[src/hw/rtl/wch_pkg.sv]
// shared types and constants, including the fnv offset basis, for the word count hash table
`default_nettype none
package wch_pkg;
	localparam int unsigned TABLE_SLOTS = 1024;
	localparam int unsigned SLOT_W = $clog2(TABLE_SLOTS);
	localparam int unsigned MAX_WORD_LEN = 32;
	localparam int unsigned LEN_W = 6;
	localparam int unsigned BIDX_W = $clog2(MAX_WORD_LEN);
	localparam int unsigned CHUNKS = (MAX_WORD_LEN + 7) / 8;
	localparam int unsigned CHUNK_W = (CHUNKS > 1) ? $clog2(CHUNKS) : 1;
	localparam int unsigned WADDR_W = SLOT_W + CHUNK_W;

	localparam logic [63:0] FNV_BASIS = 64'hcbf29ce484222325;

	localparam logic OP_FEED = 1'b0;
	localparam logic OP_READ = 1'b1;

	localparam logic [1:0] ST_OK = 2'd0;
	localparam logic [1:0] ST_FULL = 2'd1;
	localparam logic [1:0] ST_LONG = 2'd2;

	typedef struct packed {
		logic        op;
		logic [7:0]  data_byte;
		logic        end_of_data;
		logic [9:0]  slot_index;
	} in_t;

	typedef struct packed {
		logic [9:0]  slot;
		logic [31:0] count;
		logic [5:0]  wlen;
		logic [63:0] word_hash;
		logic        is_new;
		logic [1:0]  status;
		logic [63:0] word_chunk;
		logic        last;
	} out_t;

	typedef struct packed {
		logic [SLOT_W-1:0]  slot_addr;
		logic               cnt_we;
		logic [31:0]        cnt_wdata;
		logic               len_we;
		logic [LEN_W-1:0]   len_wdata;
		logic [WADDR_W-1:0] word_addr;
		logic               word_we;
		logic [63:0]        word_wdata;
	} tbl_req_t;

	typedef struct packed {
		logic [31:0]      cnt;
		logic [LEN_W-1:0] len;
		logic [63:0]      word;
	} tbl_rsp_t;
endpackage
`default_nettype wire

[src/hw/rtl/wch_hash.sv]
// fnv-1a 64-bit byte step: xor then multiply by the prime as shifts and adds
`default_nettype none
module wch_hash import wch_pkg::*; (
	input  wire logic [63:0] hash,
	input  wire logic [7:0]  data_byte,
	output logic [63:0]      hash_next
);
	logic [63:0] x;

	// prime is 2^40 + 0x1b3
	always_comb begin
		x = hash ^ {56'd0, data_byte};
		hash_next = x + (x << 1) + (x << 4) + (x << 5) + (x << 7) + (x << 8) + (x << 40);
	end
endmodule
`default_nettype wire

[config.mk]
export PLATFORM = sky130hd
export DESIGN_NAME = wch_hash
export DESIGN_NICKNAME = d
export VERILOG_FILES = /design/src/hw/rtl/wch_pkg.sv /design/src/hw/rtl/wch_hash.sv
export SDC_FILE = /design/constraint.sdc
export NUM_CORES = 1
export LEC_CHECK = 0
export BUFFER_PORTS_ARGS = -buffer_cell sky130_fd_sc_hd__buf_4
export CORE_ASPECT_RATIO = 0.75
export CORE_MARGIN = 1.5
export CORE_UTILIZATION = 63
export DETAILED_ROUTE_END_ITERATION = 10
export PLACE_DENSITY = 0.9
export SLEW_MARGIN = 10
export SYNTH_ARGS = -nofsm -noshare
export SYNTH_HDL_FRONTEND = slang
export SYNTH_SLANG_ARGS = --single-unit
[constraint.sdc]
create_clock -name vclk -period 7.6
set_input_delay 0.76 -clock vclk [all_inputs]
set_output_delay 0.76 -clock vclk [all_outputs]
set_load 0.1 [all_outputs]
======== Word-level counts from Yosys, hierarchy flattened ========
Cells that the tools add are included.
storage, ports and cells
  register bits ........................... 0
operators by class
  bitwise logic cells ..................... 1
  add/sub/neg operators ................... 6
operators with widths
  kind                                    count
  64-bit adder                            6
  64-bit by 8-bit XOR with 64-bit output  1

======== Logic depth before layout (Yosys ltp) ========
Gate-level depths: netlist of run 1.
  word-level depth ........................ 7
  gate-level depth with buffers ........... 20

======== Worst setup path before layout of run 1 ========
No wires, ideal clock.
  path type ............................... input port to output port
  start ................................... in data_byte[0]
  end ..................................... out hash_next[58]
  path slack .............................. -2886 ps
  stages on the path ...................... 17
  data arrival time ....................... 9726 ps
  cells stage by stage .................... xor2_1 > xnor2_1 > ha_1 > or2_2 > fa_1 > ha_1 > ha_1 > ha_1 > a211oi_1 > o21ai_1 > a31oi_1 > o21ai_1 > o211ai_1 > a21oi_1 > o21ai_1 > nor2_1 > a211oi_1
on the way
  word-level cells in the longest chain between the ends .. 7
ends and longest elaborated chain
  item                                      line            text
  start, declared                           wch_hash.sv:5   input wire logic [7:0] data_byte,
  64-bit by 8-bit XOR with 64-bit output *  wch_hash.sv:12  x = hash ^ {56'd0, data_byte};
  64-bit adder (5 in series)                wch_hash.sv:13  hash_next = x + (x << 1) + (x << 4) + (x << 5) + (x << 7) + (x << 8) + (x << 40);
  64-bit adder *                            wch_hash.sv:13
  end, declared                             wch_hash.sv:6   output logic [63:0] hash_next
Every way passes the cells marked *; elsewhere a longest branch is shown, timed or not.

======== Worst setup path after layout of run 1 ========
  start ................................... in data_byte[1]
  end ..................................... out hash_next[43]
The elaborated chain is that of the path after synthesis.

==> implementation parameters, run 1 <==
Parameter                              Value

Outcome
  Outcome ... completed

GRT
  Vias in the first global route ... 9015
  Total congestion overflow after global routing ... 0
  GR Layer Usage met1 ... 46.1%
  Wire length of the first global-routing pass ... 44600 um
  Most utilized layer in the global route result ... met2
  Number of antenna violations at the first check in global routing ... 0
  Overall fraction of global-route tracks in use ... 31.9%
  Met3 global-route usage ... 4.26%
  GR met2 Demand/Resource ... 53.1%
  Pin count of the biggest net entering global routing ... 12

STA
  Final critical-path required period ... 7.13 ns
  Max transition margin ... 59.0%
  Ratio of final minimum period to clock period ... 93.8%
  # setup viols final ... 0
  Maximum clock frequency ... 0.140 GHz
  Setup repair after global routing missed its margin ... false
  Max-slew violations ... 0
  Measured slew at the worst slew-check pin ... 0.611 ns
  Hold Vio Cnt, Final ... 0
  Setup TNS ... 0 ns

Clock tree
  Number of resized instances in the post-cts repair step ... 0
  CTS Hold Buffers Added ... 0
  Setup fix buffers added after clock tree synthesis ... 0

Synthesis
  Summed instance area of the synthesized netlist ... 0.0107 sq mm
  Syn nets ... 1657
  Multiplexer fraction of the synthesized cell area ... 0%
  Synth Instances ... 1230
  Sequential cell area fraction in the yosys report ... 0%
  Area share of and/or/nand/nor cells after synthesis ... 7.94%
  Largest family of logic cells by synthesized area ... adder cells
  Post-synthesis adder-cell area fraction ... 58.6%
  Synth warnings ... 0
  Synth unique cells ... 57
  Synthesized area per cell ... 8.71 sq um
  Share of the synthesized netlist area taken by xor and xnor gates ... 6.30%
  Synth Area in Compound Gates ... 12.2%

Critical path
  Arrival time reported for the critical path endpoint ... 6.37 ns
  Setup crit end kind ... output pin
  Largest fanout on the critical path ... 6
  Category of the worst setup path launch point ... input pin
  WS Path Type ... in -> out
  Startpoint of the most critical setup path ... data_byte[1]
  Required time of the critical path ... 6.84 ns

Detailed routing
  Total via count after detailed routing ... 8754
  DRC marker count from the first detailed-route iteration ... 659
  WL/cell ... 17.2 um
  Avg Vias per Cell ... 5.58
  DRT antenna net count ... 0
  Post-route DRC ... 0
  First-pass DRT Iterations ... 5
  Final wirelength ... 27000 um

Min path
  Hold path cells ... 3
  Startpoint of the lowest-slack hold path ... hash[0]
  Hold/Removal Path Class ... in -> out

Floorplan
  Die Span X ... 154 um
  Initial core utilization ... 64.1%
  Top Ports ... 136
  Standard-cell row count ... 41
  Floorplan die height ... 116 um
  Area of the core region ... 0.0167 sq mm
  Floorplan die area ... 0.0178 sq mm

Placement
  Post-DP HPWL ... 24300 um
  Quantity of I/O buffers inserted on ports ... 136
  Final weighted congestion in routability-driven placement ... 0.957

Finish
  Fraction of final layout cells sized beyond drive strength 1 ... 13.4%
  Antenna Cells ... 0
  Area Growth Syn to Fin ... 13.5%
  Final sequential cell count ... 0
  Post-layout nets ... 1783
  Seq. cell area ... 0 sq um
  Number of clock buffer instances in the layout ... 0

Run
  Max-Cap Viols ... 0
[cell families (layout without fill, tap and decap cells)]
group                    count (synthesis)  in the layout
XOR/XNOR                                77             77
AND/OR/NAND/NOR                        177            177
adder cells (fa/ha/maj)                355            355
buffers and inverters                  419            543
AO/OA/AOI/OAI                          202            202
[cell usage after synthesis, drive strengths merged (2+ instances only)]
cell     number  area share [%]
inv         400              14
a211o         3            0.25
o21bai       11            0.77
and3          7            0.47
a21oi        66             3.1
nor2b         3            0.18
clkbuf       13            0.47
nand4         7            0.41
nor4          2            0.12
o31ai         4            0.28
nand3        28             1.3
xnor2        45             3.7
buf           5            0.36
o2111ai       4            0.33
a31oi        12            0.70
o211ai        9            0.72
o21ai        33             1.5
a21o         32             2.3
a2111oi       4            0.44
a211oi        9            0.63
xor2         32             2.6
o21a          4            0.28
fa          245              46
nor2         38             1.3
or2           3            0.18
nor3         12            0.56
a21boi        2            0.14
and2         13            0.78
nand2        54             2.0
ha          110              13
nand2b        6            0.35
o221ai        2            0.16
[critical path, cell delays in order]
cell and delay (ns):
buf_4 0.11, xor2_1 0.38, inv_2 0.20, xnor2_4 0.17
ha_1 0.29, inv_1 0.05, fa_1 0.52, inv_1 0.04
ha_1 0.28, ha_1 0.30, ha_1 0.24, fa_1 0.42
a21oi_1 0.23, o211ai_1 0.20, a21oi_1 0.44, o22ai_2 0.18
or2_2 0.32, a21oi_1 0.30, o21bai_1 0.18, a21oi_1 0.26
xnor2_2 0.16, buf_4 0.33
[worst paths after layout]
kind / to / slack (ns)
worst max-delay path: hash_next[43] / 0.47
worst min-delay path: hash_next[0] / 2.00
[area by class of cell]
class              count  area (sq um)
multi-input cells    811          9320
well taps            215           269
inverters            401          1510
repair buffers       142          1070
fillers             1253          4560
[cells in the final DEF (no fill, tap or decap), types with 8 or more instances in the layout]
cell	instances
a211oi_1	8
a21o_1	31
a21oi_1	65
a31oi_1	12
and2_1	11
buf_4	142
fa_1	245
ha_1	110
inv_1	400
nand2_1	52
nand3_1	28
nor2_1	38
nor3_1	12
o21ai_0	27
o21bai_1	11
xnor2_1	34
xnor2_2	10
xor2_1	22
xor2_2	9
[metrics by stage]
step                      setup WS, ns  std cells  hold slack [ns]  util, %  instance area, sq um
after floorplan                  0.187       1230             1.77        -                 10900
after global placement           0.520       1569             2.00     72.7                 12200
after detailed placement         0.384       1569             2.00     72.7                 12200
after CTS                        0.348       1569             2.00     72.7                 12200
after global routing             0.214       1569             2.02     72.7                 12200
final                            0.475       1569             2.00     72.7                 12200
[layer usage]
layer,share of wire [%],routed length (um),vias to the layer above
met3,8.2,2210,32
met5,0,0,-
li1,-,-,3990
met4,1.3,352,0
met2,47,12700,403
met1,43,11700,4329
Power of run 1 is not shown: default switching activity piles up to over one toggle a cycle in this logic, so the estimate is an artifact.
==> run 2, diff against run 1 <==
--- a/config.mk
+++ b/config.mk
@@ -10,7 +10,7 @@
 export CORE_MARGIN = 1.5
 export CORE_UTILIZATION = 63
 export DETAILED_ROUTE_END_ITERATION = 10
-export PLACE_DENSITY = 0.9
+export PLACE_DENSITY = 0.86
 export SLEW_MARGIN = 10
 export SYNTH_ARGS = -nofsm -noshare
 export SYNTH_HDL_FRONTEND = slang
==> implementation parameters, run 2 (synthesis results as in run 1) <==
Parameter                              Value

Clock tree
  Setup fix buffers added after clock tree synthesis ... 0 (unchanged)
  CTS Hold Buffers Added ... 0 (unchanged)

STA
  Max-slew violations ... 0 (unchanged)
  # setup viols final ... 0 (unchanged)
  Max transition margin ... 51.1% (-7.8 points)
  Final worst setup slack ... 0.421 ns (-0.0534 ns)
  Maximum clock frequency ... 0.139 GHz (-0.74%)
  Setup repair after global routing missed its margin ... false
  Measured slew at the worst slew-check pin ... 0.727 ns (+0.116 ns)
  Ratio of final minimum period to clock period ... 94.5% (+0.70 points)
  Setup TNS ... 0 ns (unchanged)
  Final-layout worst hold slack ... 2.00 ns (-0.00225 ns)
  Hold Vio Cnt, Final ... 0 (unchanged)
  Final critical-path required period ... 7.18 ns (+0.0534 ns)

Critical path
  Largest fanout on the critical path ... 6 (unchanged)
  Arrival time reported for the critical path endpoint ... 6.42 ns (+0.05 ns)
  Setup crit end kind ... output pin
  Category of the worst setup path launch point ... input pin
  WS Path Type ... in -> out
  Required time of the critical path ... 6.84 ns (about the same)

Finish
  Number of clock buffer instances in the layout ... 0 (unchanged)
  Fraction of final layout cells sized beyond drive strength 1 ... 13.4% (-0.074 points)
  Seq. cell area ... 0 sq um (unchanged)
  Antenna Cells ... 0 (unchanged)
  Final sequential cell count ... 0 (unchanged)
  Area Growth Syn to Fin ... 13.5% (about the same)
  Post-layout nets ... 1783 (unchanged)
  Most common library cell in the layout ignoring fill and taps ... inv_1
  Highest-count cells in the layout ignoring fill and taps ... inv_1, fa_1, buf_4

GRT
  Overall fraction of global-route tracks in use ... 31.3% (-0.54 points)
  Pin count of the biggest net entering global routing ... 12 (unchanged)
  Wire length of the first global-routing pass ... 44000 um (-1.4%)
  Number of antenna violations at the first check in global routing ... 0 (unchanged)
  Vias in the first global route ... 8943 (-0.80%)
  Total congestion overflow after global routing ... 0 (unchanged)

Floorplan
  Top Ports ... 136 (unchanged)
  Initial core utilization ... 64.1% (unchanged)
  Floorplan die area ... 0.0178 sq mm (unchanged)
  Area of the core region ... 0.0167 sq mm (unchanged)
  Standard-cell row count ... 41 (unchanged)
  Die Span X ... 154 um (unchanged)
  Floorplan die height ... 116 um (unchanged)

Detailed routing
  Post-route DRC ... 0 (unchanged)
  First-pass DRT Iterations ... 5 (unchanged)
  Final wirelength ... 26400 um (-2.2%)
  DRC marker count from the first detailed-route iteration ... 716 (+8.6%)
  Avg Vias per Cell ... 5.56 (-0.33%)
  WL/cell ... 16.8 um (-2.2%)
  Total via count after detailed routing ... 8725 (-0.33%)
  DRT antenna net count ... 0 (unchanged)

Placement
  Quantity of I/O buffers inserted on ports ... 136 (unchanged)
  Final weighted congestion in routability-driven placement ... 0.945 (-1.2%)
  Post-DP HPWL ... 23900 um (-1.7%)
  DP Worst Slack ... 0.229 ns (-0.156 ns)

Outcome
  Outcome ... completed

Run
  Max-Cap Viols ... 0 (unchanged)

Min path
  Hold/Removal Path Class ... in -> out
  Hold path cells ... 3 (unchanged)
  Startpoint of the lowest-slack hold path ... hash[0]
  Sink of the worst hold path ... hash_next[0]
-- run 2: layout make-up --
cell class / instances / area (sq um)
Multi-Input combinational cell: 811 / 9320
Fill cell: 1263 / 4570
Inverter: 401 / 1510
Timing Repair Buffer: 142 / 1070
Tap cell: 215 / 269
-- run 2: how the worst max path moves through the flow --
stage	endpoint	cells after the start	from
finish	hash_next[43]	22	data_byte[1]
global route	hash_next[43]	22	data_byte[1]
CTS	hash_next[43]	22	data_byte[1]
detailed placement	hash_next[43]	22	data_byte[1]
global placement	hash_next[43]	22	data_byte[1]
floorplan	hash_next[61]	19	data_byte[0]
-- run 2: per-layer routing --
metal | vias up | track usage (%) | routed length, um
met5 | - | 0 | 0
met4 | 0 | 4.66 | 392
met3 | 35 | 2.99 | 2050
met2 | 354 | 51.7 | 12200
met1 | 4349 | 46.6 | 11700
li1 | 3987 | - | -
-- run 2: critical path, stage by stage --
cell and delay (ns):
buf_4 0.11, xor2_1 0.39, inv_2 0.22, xnor2_4 0.18
ha_1 0.29, inv_1 0.05, fa_1 0.53, inv_1 0.04
ha_1 0.29, ha_1 0.29, ha_1 0.24, fa_1 0.41
a21oi_1 0.21, o211ai_1 0.21, a21oi_1 0.46, o22ai_2 0.19
or2_2 0.33, a21oi_1 0.23, o21bai_1 0.18, a21oi_1 0.29
xnor2_2 0.17, buf_4 0.33
-- run 2: repair_timing --
action                     in CTS  in global routing
hold endpoints to repair        0                  0
resized for setup               0                  1
setup endpoints to repair       0                  8
-- run 2: metrics by stage --
step                      std cells  util (%)  instance area, sq um
after global routing           1569      72.7                 12200
after detailed placement       1569      72.7                 12200
final                          1569      72.7                 12200
after floorplan                1230         -                 10900
after global placement         1569      72.7                 12200
after CTS                      1569      72.7                 12200
Power of run 2 is left out for the same reason.
==> run 3, diff against run 2 <==
--- a/config.mk
+++ b/config.mk
@@ -11,6 +11,7 @@
 export CORE_UTILIZATION = 63
 export DETAILED_ROUTE_END_ITERATION = 10
 export PLACE_DENSITY = 0.86
+export RECOVER_POWER = 100
 export SLEW_MARGIN = 10
 export SYNTH_ARGS = -nofsm -noshare
 export SYNTH_HDL_FRONTEND = slang
==> implementation parameters, run 3 (synthesis results as in run 1) <==
Parameter                              Value

Outcome
  Outcome ... completed

Floorplan
  Area of the core region ... 0.0167 sq mm (unchanged)
  Die Span X ... 154 um (unchanged)
  Top Ports ... 136 (unchanged)
  Floorplan die height ... 116 um (unchanged)
  Standard-cell row count ... 41 (unchanged)
  Floorplan die area ... 0.0178 sq mm (unchanged)
  Initial core utilization ... 64.1% (unchanged)

Detailed routing
  DRT antenna net count ... 0 (unchanged)
  First-pass DRT Iterations ... 5 (unchanged)
  WL/cell ... 16.8 um (-0.17%)
  DRC marker count from the first detailed-route iteration ... 703 (-1.8%)
  Avg Vias per Cell ... 5.55 (-0.21%)
  Total via count after detailed routing ... 8707 (-0.21%)
  Post-route DRC ... 0 (unchanged)
  Final wirelength ... 26300 um (-0.17%)

STA
  Hold Vio Cnt, Final ... 0 (unchanged)
  Measured slew at the worst slew-check pin ... 1.21 ns (+0.479 ns)
  Maximum clock frequency ... 0.135 GHz (-2.8%)
  Max transition margin ... 20.0% (-31 points)
  Setup TNS ... 0 ns (unchanged)
  Setup repair after global routing missed its margin ... false
  # setup viols final ... 0 (unchanged)
  Max-slew violations ... 0 (unchanged)
  Final worst setup slack ... 0.214 ns (-0.207 ns)
  Final-layout worst hold slack ... 2.27 ns (+0.268 ns)
  Final critical-path required period ... 7.39 ns (+0.207 ns)
  Ratio of final minimum period to clock period ... 97.2% (+2.7 points)

GRT
  Total congestion overflow after global routing ... 0 (unchanged)
  Pin count of the biggest net entering global routing ... 12 (unchanged)
  Wire length of the first global-routing pass ... 44000 um (unchanged)
  GR Layer Usage met1 ... 46.6% (unchanged)
  GR met2 Demand/Resource ... 51.7% (unchanged)
  Vias in the first global route ... 8943 (unchanged)
  Met3 global-route usage ... 2.99% (unchanged)
  Number of antenna violations at the first check in global routing ... 0 (unchanged)
  Overall fraction of global-route tracks in use ... 31.3% (unchanged)
  Most utilized layer in the global route result ... met2

Clock tree
  CTS Hold Buffers Added ... 0 (unchanged)
  Number of resized instances in the post-cts repair step ... 0 (unchanged)
  Setup fix buffers added after clock tree synthesis ... 0 (unchanged)

Critical path
  WS Path Type ... in -> out
  Critical-path cell list ... buf_4 -> xor2_1 -> inv_2 -> xnor2_4 -> ha_1 -> or2_2 -> fa_1 -> ha_1 -> ha_1 -> ha_1 -> a211oi_1 -> o21ai_0 -> nand4b_1 -> a2111oi_2 -> o21ai_1 -> a21oi_1 -> nor2_1 -> o31ai_1 -> xor2_2 -> clkbuf_4
  Max incr delay on CP ... 0.54 ns (about the same)
  Arrival time reported for the critical path endpoint ... 6.63 ns (+0.21 ns)
  Crit-path leading delay family ... compound AO/OA/AOI/OAI gates
  Required time of the critical path ... 6.84 ns (about the same)
  Largest fanout on the critical path ... 6 (unchanged)
  Category of the worst setup path launch point ... input pin
  Buffering stage count on the worst path with inverters included ... 3 (-2)
  Cell at the slowest stage of the critical path ... a2111oi_2
  Cell with the most instances on the worst path ... ha_1
  Setup crit end kind ... output pin

Min path
  Hold/Removal Path Class ... in -> out

Finish
  Seq. cell area ... 0 sq um (unchanged)
  Post-layout nets ... 1783 (unchanged)
  Antenna Cells ... 0 (unchanged)
  Highest-count cells in the layout ignoring fill and taps ... inv_1, fa_1, ha_1
  Fraction of final layout cells sized beyond drive strength 1 ... 11.4% (-1.9 points)
  Number of clock buffer instances in the layout ... 0 (unchanged)
  Final sequential cell count ... 0 (unchanged)
  Fill count ... 1307 (+3.5%)
  Most common library cell in the layout ignoring fill and taps ... inv_1
  Area Growth Syn to Fin ... 11.9%
  Util after Layout ... 71.7% (-0.99 points)

Placement
  DP Worst Slack ... 0.229 ns (unchanged)
  Final weighted congestion in routability-driven placement ... 0.945 (unchanged)
  Post-DP HPWL ... 23900 um (unchanged)
  Quantity of I/O buffers inserted on ports ... 136 (unchanged)

Run
  Max-Cap Viols ... 0 (unchanged)
run 3: final timing paths:
check	start	slack (ns)	depth (start not counted)	end
hold / removal	hash[0]	2.27	3	hash_next[0]
setup / recovery	data_byte[1]	0.21	20	hash_next[52]
run 3: cell type report:
class	instances	area, sq um	area share [%]
multi-input cells	811	9320	77.7
inverters	401	1510	12.6
repair buffers	142	901	7.51
well taps	215	269	2.24
run 3: per-layer routing:
metal  wire (um)  up-vias
met4         421        0
met5           0        -
met3        2160       39
met2       12200      359
li1            -     3982
met1       11600     4327
run 3: stage by stage:
stage          area [sq um]  instances
6_report              12000       1569
2_1_floorplan         10900       1230
4_1_cts               12200       1569
3_5_place_dp          12200       1569
5_1_grt               12000       1569
3_3_place_gp          12200       1569
Power of run 3 is left out for the same reason.
